===== config.mk =====
export PLATFORM = sky130hd
export DESIGN_NAME = lru_key_value_cache
export DESIGN_NICKNAME = d
export VERILOG_FILES = /design/src/lkv_pkg.sv /design/src/lkv_ctrl.sv /design/src/lkv_datapath.sv /design/src/lru_key_value_cache.sv
export SDC_FILE = /design/constraint.sdc
export NUM_CORES = 2
export LEC_CHECK = 0
export ABC_AREA = 1
export BUFFER_PORTS_ARGS = -buffer_cell sky130_fd_sc_hd__buf_2
export CORE_ASPECT_RATIO = 1.2
export CORE_UTILIZATION = 35
export DETAILED_ROUTE_END_ITERATION = 10
export HOLD_SLACK_MARGIN = 0.03
export SLEW_MARGIN = 20
export SYNTH_ARGS = -nofsm -noshare
export SYNTH_HDL_FRONTEND = slang
export SYNTH_SLANG_ARGS = --single-unit

===== constraint.sdc =====
create_clock -name clk -period 6.85 [get_ports clk]
set_clock_uncertainty 0.15 [all_clocks]
set_input_delay 0.3425 -clock clk [delete_from_list [all_inputs] [get_ports clk]]
set_output_delay 0.3425 -clock clk [all_outputs]
set_load 0.005 [all_outputs]

===== src/lkv_pkg.sv =====
package lkv_pkg;

  localparam int ENTRIES = 16;
  localparam int IDX_W   = $clog2(ENTRIES);
  localparam int RANK_W  = IDX_W;
  localparam int OCC_W   = $clog2(ENTRIES + 1);
  localparam int KEY_W   = 32;
  localparam int VAL_W   = 32;
  localparam int CAP_W   = 5;
  localparam int ADDR_W  = 3;
  localparam int PDATA_W = 32;
  localparam int REG_IDX_W = ADDR_W - 2;

  localparam logic [CAP_W-1:0]     CAPACITY_RESET = CAP_W'(16);
  localparam logic [REG_IDX_W-1:0] REG_CAPACITY   = REG_IDX_W'(0);

  typedef enum logic {
    OP_GET = 1'b0,
    OP_PUT = 1'b1
  } op_t;

  typedef enum logic {
    ST_IDLE = 1'b0,
    ST_EXEC = 1'b1
  } state_t;

  typedef struct packed {
    logic capture;
    logic commit;
  } cmd_t;

  typedef struct packed {
    logic               is_get;
    logic               out_free;
    logic [OCC_W-1:0]   occupancy;
    logic [ENTRIES-1:0] match;
  } status_t;

endpackage


===== src/lkv_ctrl.sv =====
module lkv_ctrl (
  input  logic             clk,
  input  logic             rst,
  input  logic             s_tvalid,
  output logic             s_tready,
  input  lkv_pkg::status_t status,
  output lkv_pkg::cmd_t    cmd
);

  lkv_pkg::state_t state;
  lkv_pkg::state_t state_next;

  always_ff @(posedge clk) begin
    if (rst) begin
      state <= lkv_pkg::ST_IDLE;
    end else begin
      state <= state_next;
    end
  end

  always_comb begin
    state_next  = state;
    cmd.capture = 1'b0;
    cmd.commit  = 1'b0;
    s_tready    = 1'b0;
    case (state)
      lkv_pkg::ST_IDLE: begin
        s_tready = 1'b1;
        if (s_tvalid) begin
          cmd.capture = 1'b1;
          state_next  = lkv_pkg::ST_EXEC;
        end
      end
      lkv_pkg::ST_EXEC: begin
        // hold a get until the result register can take its beat
        if (!status.is_get || status.out_free) begin
          cmd.commit = 1'b1;
          state_next = lkv_pkg::ST_IDLE;
        end
      end
      default: begin
        state_next = lkv_pkg::ST_IDLE;
      end
    endcase
  end

endmodule


===== src/lkv_datapath.sv =====
module lkv_datapath (
  input  logic                                 clk,
  input  logic                                 rst,
  input  lkv_pkg::cmd_t                        cmd,
  input  logic [lkv_pkg::KEY_W+lkv_pkg::VAL_W-1:0] s_tdata,
  input  logic                                 s_tuser,
  input  logic [lkv_pkg::CAP_W-1:0]            capacity,
  output logic                                 m_tvalid,
  input  logic                                 m_tready,
  output logic [lkv_pkg::VAL_W-1:0]            m_tdata,
  output logic                                 m_tuser,
  output lkv_pkg::status_t                     status
);

  localparam int N = lkv_pkg::ENTRIES;

  logic [N-1:0]                     slot_valid;
  logic [lkv_pkg::KEY_W-1:0]        slot_key   [N];
  logic [lkv_pkg::VAL_W-1:0]        slot_value [N];
  logic [lkv_pkg::RANK_W-1:0]       slot_rank  [N];
  logic [lkv_pkg::OCC_W-1:0]        occupancy;

  lkv_pkg::op_t                     op_q;
  logic [lkv_pkg::KEY_W-1:0]        key_q;
  logic [lkv_pkg::VAL_W-1:0]        value_q;
  logic [N-1:0]                     match_q;

  logic                             out_valid;
  logic                             out_hit;
  logic [lkv_pkg::VAL_W-1:0]        out_data;

  logic [N-1:0]                     match_now;
  logic                             hit;
  logic [lkv_pkg::RANK_W-1:0]       hit_rank;
  logic [lkv_pkg::VAL_W-1:0]        hit_value;
  logic [lkv_pkg::OCC_W-1:0]        eff_cap;
  logic                             need_evict;
  logic [lkv_pkg::RANK_W-1:0]       oldest_rank;
  logic [N-1:0]                     evict_vec;
  logic [N-1:0]                     keep_vec;
  logic [N-1:0]                     free_vec;

  // tag compare against the incoming key, registered at the accept edge
  always_comb begin
    for (int i = 0; i < N; i++) begin
      match_now[i] = slot_valid[i] && (slot_key[i] == s_tdata[lkv_pkg::KEY_W-1:0]);
    end
  end

  always_comb begin
    hit_rank  = '0;
    hit_value = '0;
    for (int i = 0; i < N; i++) begin
      if (match_q[i]) begin
        hit_rank  = hit_rank | slot_rank[i];
        hit_value = hit_value | slot_value[i];
      end
    end
  end

  assign hit = |match_q;

  always_comb begin
    if (capacity == '0) begin
      eff_cap = lkv_pkg::OCC_W'(1);
    end else if (lkv_pkg::OCC_W'(capacity) > lkv_pkg::OCC_W'(N)) begin
      eff_cap = lkv_pkg::OCC_W'(N);
    end else begin
      eff_cap = lkv_pkg::OCC_W'(capacity);
    end
  end

  // ranks of valid slots are always 0..occupancy-1, so the oldest is unique
  assign need_evict  = (op_q == lkv_pkg::OP_PUT) && !hit && (occupancy >= eff_cap);
  assign oldest_rank = lkv_pkg::RANK_W'(occupancy - lkv_pkg::OCC_W'(1));

  always_comb begin
    for (int i = 0; i < N; i++) begin
      evict_vec[i] = need_evict && slot_valid[i] && (slot_rank[i] == oldest_rank);
    end
  end

  assign keep_vec = slot_valid & ~evict_vec;
  // lowest free slot: lowest zero bit of keep_vec
  assign free_vec = ~keep_vec & (keep_vec + N'(1));

  always_ff @(posedge clk) begin
    if (rst) begin
      slot_valid <= '0;
      occupancy  <= '0;
      out_valid  <= 1'b0;
      for (int i = 0; i < N; i++) begin
        slot_rank[i] <= '0;
      end
    end else begin
      if (cmd.commit) begin
        if (hit) begin
          for (int i = 0; i < N; i++) begin
            if (match_q[i]) begin
              slot_rank[i] <= '0;
            end else if (slot_valid[i] && (slot_rank[i] < hit_rank)) begin
              slot_rank[i] <= slot_rank[i] + lkv_pkg::RANK_W'(1);
            end
          end
        end else if (op_q == lkv_pkg::OP_PUT) begin
          for (int i = 0; i < N; i++) begin
            if (free_vec[i]) begin
              slot_valid[i] <= 1'b1;
              slot_rank[i]  <= '0;
            end else if (evict_vec[i]) begin
              slot_valid[i] <= 1'b0;
              slot_rank[i]  <= '0;
            end else if (keep_vec[i]) begin
              slot_rank[i] <= slot_rank[i] + lkv_pkg::RANK_W'(1);
            end
          end
          if (!need_evict) begin
            occupancy <= occupancy + lkv_pkg::OCC_W'(1);
          end
        end
      end
      if (cmd.commit && (op_q == lkv_pkg::OP_GET)) begin
        out_valid <= 1'b1;
      end else if (m_tready) begin
        out_valid <= 1'b0;
      end
    end
  end

  always_ff @(posedge clk) begin
    if (cmd.capture) begin
      op_q    <= lkv_pkg::op_t'(s_tuser);
      key_q   <= s_tdata[lkv_pkg::KEY_W-1:0];
      value_q <= s_tdata[lkv_pkg::KEY_W+lkv_pkg::VAL_W-1:lkv_pkg::KEY_W];
      match_q <= match_now;
    end
    if (cmd.commit) begin
      if (op_q == lkv_pkg::OP_PUT) begin
        for (int i = 0; i < N; i++) begin
          if (hit ? match_q[i] : free_vec[i]) begin
            slot_value[i] <= value_q;
          end
          if (!hit && free_vec[i]) begin
            slot_key[i] <= key_q;
          end
        end
      end else begin
        out_hit  <= hit;
        out_data <= hit ? hit_value : '1;
      end
    end
  end

  assign m_tvalid = out_valid;
  assign m_tdata  = out_data;
  assign m_tuser  = out_hit;

  assign status.is_get    = (op_q == lkv_pkg::OP_GET);
  assign status.out_free  = !out_valid || m_tready;
  assign status.occupancy = occupancy;
  assign status.match     = match_q;

endmodule


===== src/lru_key_value_cache.sv =====
// Fully associative LRU key/value cache with 16 entries. A get or put is
// accepted on the slave stream when the cache is idle; in the accept cycle
// the key is compared against all 16 stored keys and the match is
// registered; the execute state then updates the recency ranks, replacement
// and value store, and the next item is accepted only after that update.
// A get produces one beat on the master stream (tuser = hit, tdata = value
// or all ones on a miss); a put produces none. A get stays in its update
// cycle while the previous result beat is still untaken. The capacity
// register (byte address 0, reset 16) sets how many entries fill before the
// least recent one is evicted; 0 acts as 1 and values above 16 act as 16.
// No clearing pass runs after reset.
module lru_key_value_cache (
  input  logic                                 clk,
  input  logic                                 rst,
  input  logic                                 s_tvalid,
  output logic                                 s_tready,
  input  logic [lkv_pkg::KEY_W+lkv_pkg::VAL_W-1:0] s_tdata,  // key, value
  input  logic                                 s_tuser,  // operation
  output logic                                 m_tvalid,
  input  logic                                 m_tready,
  output logic [lkv_pkg::VAL_W-1:0]            m_tdata,  // data
  output logic                                 m_tuser,  // hit
  input  logic                                 psel,
  input  logic                                 penable,
  input  logic                                 pwrite,
  input  logic [lkv_pkg::ADDR_W-1:0]           paddr,
  input  logic [lkv_pkg::PDATA_W-1:0]          pwdata,
  output logic [lkv_pkg::PDATA_W-1:0]          prdata,
  output logic                                 pready
);

  logic [lkv_pkg::CAP_W-1:0] capacity;
  logic                      reg_sel;
  lkv_pkg::cmd_t             cmd;
  lkv_pkg::status_t          status;

  assign pready  = 1'b1;
  assign reg_sel = (paddr[lkv_pkg::ADDR_W-1:2] == lkv_pkg::REG_CAPACITY);

  always_ff @(posedge clk) begin
    if (rst) begin
      capacity <= lkv_pkg::CAPACITY_RESET;
    end else if (psel && penable && pwrite && pready && reg_sel) begin
      capacity <= pwdata[lkv_pkg::CAP_W-1:0];
    end
  end

  assign prdata = reg_sel ? lkv_pkg::PDATA_W'(capacity) : '0;

  lkv_ctrl u_ctrl (
    .clk      (clk),
    .rst      (rst),
    .s_tvalid (s_tvalid),
    .s_tready (s_tready),
    .status   (status),
    .cmd      (cmd)
  );

  lkv_datapath u_datapath (
    .clk      (clk),
    .rst      (rst),
    .cmd      (cmd),
    .s_tdata  (s_tdata),
    .s_tuser  (s_tuser),
    .capacity (capacity),
    .m_tvalid (m_tvalid),
    .m_tready (m_tready),
    .m_tdata  (m_tdata),
    .m_tuser  (m_tuser),
    .status   (status)
  );

  property p_miss_data;
    @(posedge clk) disable iff (rst) (m_tvalid && !m_tuser) |-> (m_tdata == '1);
  endproperty
  a_miss_data: assert property (p_miss_data) else $error("miss beat without all-ones data");

  property p_occ_bound;
    @(posedge clk) disable iff (rst)
      status.occupancy <= lkv_pkg::OCC_W'(lkv_pkg::ENTRIES);
  endproperty
  a_occ_bound: assert property (p_occ_bound) else $error("occupancy above entry count");

  // the match vector is only meaningful once a beat has been captured
  property p_unique_key;
    @(posedge clk) disable iff (rst) (s_tvalid && s_tready) |=> $onehot0(status.match);
  endproperty
  a_unique_key: assert property (p_unique_key) else $error("key stored in two slots");

  property p_one_at_a_time;
    @(posedge clk) disable iff (rst) (s_tvalid && s_tready) |=> !s_tready;
  endproperty
  a_one_at_a_time: assert property (p_one_at_a_time) else $error("accepted while busy");

endmodule


==> flow_summary_export.csv <==
group,metric,value,unit
worst_setup_path,path_max_fanout,25,
route,avgViaCountPerCell,5.64,
synth,ys_types,59,
floorplanning,start_util,0.353,
synth,ys_top_cells_by_area,"edfxtp_1, nand2_1, a221oi_1",
route,antenna_left,0,
floorplanning,coreArea,147000,um^2
worst_hold_path,min_to,"u_datapath.key_q[31]$_DFFE_PP_",
worst_setup_path,cpMaxStageDelayCell,"inv_1",
timing,setup_viol,0,
global_route,grt.total_usage,0.222,
global_route,grt_pass1_vias,33700,
global_route,grt_antenna_before_repair,5,
power_and_ir_drop,p_sw,3.96,mW
worst_setup_path,path_cells,"buf_4 > inv_1 > o22ai_1 > a221oi_1 > o211ai_1 > nor4_2 > buf_4 > ha_1 > a2111oi_0 > nand2_1 > inv_1 > a21oi_1 > nand4_1",
worst_setup_path,worst_setup_path_end_kind,"flip-flop",
timing,maxSlewViolCount,0,
timing,worst_pin_slew,1.27,ns
floorplanning,die_w,353,um
power_and_ir_drop,p_seq_frac,0.514,
clock_network,clock-sinks,1230,
power_and_ir_drop,power.leakage,20.7,nW
place,numPortBuffers,117,
worst_hold_path,hold_depth,1,
worst_setup_path,crit_type,"flip-flop to flip-flop",
place,placed_cell_area,55200,um^2
synth,yosysTopAreaCellShare,0.697,
synth,synth.avg_cell_area,13.2,um^2
synth,ys_seq_elements,1230,
timing,post-route-period-util,0.688,
synth,synth.most_common_cell,"edfxtp_1",
worst_setup_path,critPathRequiredTime,7.12,ns
synth,synth_largest_area_cell,"edfxtp_1",
layout,fin_cells,6256,
route,num_vias,35300,
synth,ys_warn_count,0,
layout,design_area,60400,um^2
route,first_iter_violations,4221,
route,dr.pass1.iters,6,
floorplanning,fp-row-count,154,
timing,tns,0,ns
worst_setup_path,reg2reg_from,"u_datapath.match_q[4]$_DFFE_PP_",
timing,rsz0062_at_grt,"false",
clock_network,cts_setup_buffers,0,
place,gp_congestion,0.906,
worst_hold_path,worstHoldStart,"s_tdata[31]",
synth,synth_cells,3919,
synth,synth-async-reset-ratio,0,
worst_setup_path,regToRegSetupSlack,2.14,ns
clock_network,clk_latency,0.80,ns
clock_network,hold_buffers,83,
route,wl_per_cell,27.2,um
clock_network,clockBufferDepth,3,
clock_network,root_buffer,"clkbuf_16",
power_and_ir_drop,clkPwrFrac,0.430,
worst_setup_path,worstPathArrival,4.99,ns
global_route,grt_max_degree,39,
timing,finalHoldViolCount,0,
place,hpwl,102,mm
worst_setup_path,critPathTopFamily,"compound AO/OA/AOI/OAI gates",
layout,drive_gt1_frac,0.136,
layout,antennaDiodeCount,0,
clock_network,clkSlewWorstSetupHoldPaths,0.06,ns
place,placedCellCount,5939,
synth,synth_edf_count,1202,
global_route,globalRouteOverflowTotal,0,
worst_setup_path,start_kind,"flip-flop",
synth,syn_area,51800,um^2
route,drt_wl_total,170,mm
synth,ys.flop_type,"edfxtp_1",
floorplanning,dieArea,149000,um^2
layout,fin_nets,4385,
power_and_ir_drop,swShare,0.238,
clock_network,numCtsBuffers,133,
global_route,grt_pass1_wl,238,mm
floorplanning,ios,175,
floorplanning,fp.dieH,423,um
status,outcome,"completed",
timing,layout_min_cycle_time,4.71,ns
timing,clock.fmax,212,MHz
clock_network,cts_max_level,4,
worst_setup_path,slowest_delay,0.74,ns
power_and_ir_drop,ir_worst_vdd,0.000250,V
route,post-route-drc-count,0,
synth,ys_seq_area_frac,0.708,
timing,relSlewSlack,0.152,
worst_setup_path,reg2reg_to,"u_datapath.slot_rank[0][63]$_DFFE_PP_",
power_and_ir_drop,p_int,12.7,mW
power_and_ir_drop,power_density,275,nW/um^2
clock_network,cts_resized,0,
power_and_ir_drop,combPwrFrac,0.057,
worst_hold_path,min_path_type,"input pin to flip-flop",
synth,synth_common_cells,"edfxtp_1, nand2_1, o21ai_0, inv_1, nor2_1",
layout,syn_to_final_growth,16.7,%
run,cap_violations,0,
clock_network,cts_tree,"built",
worst_setup_path,critPathBufInv,4,
worst_setup_path,ff2ff_path_depth,13,
[metrics by stage]
step                power [mW]  setup WS, ns   util  hold WS, ns
floorplan                 9.10         0.664      -        0.276
global placement          9.57          2.34  0.376        0.284
detailed placement        9.59          2.32  0.376        0.294
CTS                       16.7          2.25  0.412       0.0312
global route              17.0          1.96  0.412       0.0454
finish                    16.6          2.14  0.412       0.0750
[power groups by stage]
stage,combinational [mW],clock [mW],sequential [mW]
finish,0.941,7.15,8.55
global route,0.988,7.50,8.56
CTS,0.930,7.24,8.55
detailed placement,0.890,0,8.70
global placement,0.872,0,8.70
floorplan,0.449,0,8.65
[worst max-delay path by stage]
| stage | from | end | cells after the start |
|---|---|---|---|
| 6_report | u_datapath.match_q[4]$_DFFE_PP_ | u_datapath.slot_rank[0][63]$_DFFE_PP_ | 13 |
| 5_1_grt | u_datapath.match_q[4]$_DFFE_PP_ | u_datapath.slot_rank[0][63]$_DFFE_PP_ | 13 |
| 4_1_cts | u_datapath.match_q[4]$_DFFE_PP_ | u_datapath.slot_rank[0][63]$_DFFE_PP_ | 13 |
| 3_5_place_dp | u_datapath.match_q[4]$_DFFE_PP_ | u_datapath.slot_rank[0][51]$_DFFE_PP_ | 13 |
| 3_3_place_gp | u_datapath.occupancy[1]$_SDFFE_PP0P_ | u_datapath.slot_value[14][16]$_DFFE_PP_ | 17 |
| 2_1_floorplan | u_datapath.occupancy[0]$_SDFFE_PP0P_ | u_datapath.slot_value[2][0]$_DFFE_PP_ | 14 |
[metal layers]
| metal | vias to the layer above | wire (um) | track usage |
|---|---|---|---|
| li1 | 15200 | - | - |
| met1 | 17700 | 65700 | 0.283 |
| met2 | 1905 | 80200 | 0.365 |
| met3 | 443 | 15100 | 0.0374 |
| met4 | 2 | 8900 | 0.111 |
| met5 | - | 7 | 0 |
[kinds of logic (layout without fill, tap and decap cells)]
family | after synthesis | count (layout) | synth area share
fa+ha+maj | 71 | 71 | 0.0172
other cells | 2 | 28 | 0.000145
simple gates | 1252 | 1252 | 0.111
buf+inv | 426 | 787 | 0.0339
flops | 1230 | 1230 | 0.708
compound gates | 763 | 763 | 0.100
xor+xnor | 175 | 175 | 0.0296
[final cells by class]
class                           instances  area, um^2
Clock buffer                          153        3430
Clock inverter                         81         926
Fill cell                           13600       86400
Inverter                              231         867
Multi-Input combinational cell       2289       13700
Sequential cell                      1230       36700
Tap cell                             1950        2440
Timing Repair Buffer                  322        2370
[flip-flops by register name, summed over array words and instances, names as in the netlist, 5 cells and up]
signal	flops
capacity	5
u_datapath.key_q	32
u_datapath.m_tdata	32
u_datapath.match_q	16
u_datapath.occupancy	5
u_datapath.slot_key	512
u_datapath.slot_rank	64
u_datapath.slot_valid	16
u_datapath.slot_value	512
u_datapath.value_q	32
[layout by cell type, fill, tap and decap left out, drive strengths merged, types with 102 or more instances in the layout]
master	count
nand3	148
a22o	106
buf	239
a221oi	130
edfxtp	1202
o22ai	104
xor2	102
inv	220
clkbuf	153
nor2	175
nand2	673
o21ai	218
[worst reg2reg max path, delay by kind of cell, from the launching register on]
kind            cells  cell delay (ns)
flops               1             0.35
simple gates        3             0.55
buf+inv             4             1.49
compound gates      5             1.52
fa+ha+maj           1             0.30
(Power assumes the default switching activity.)
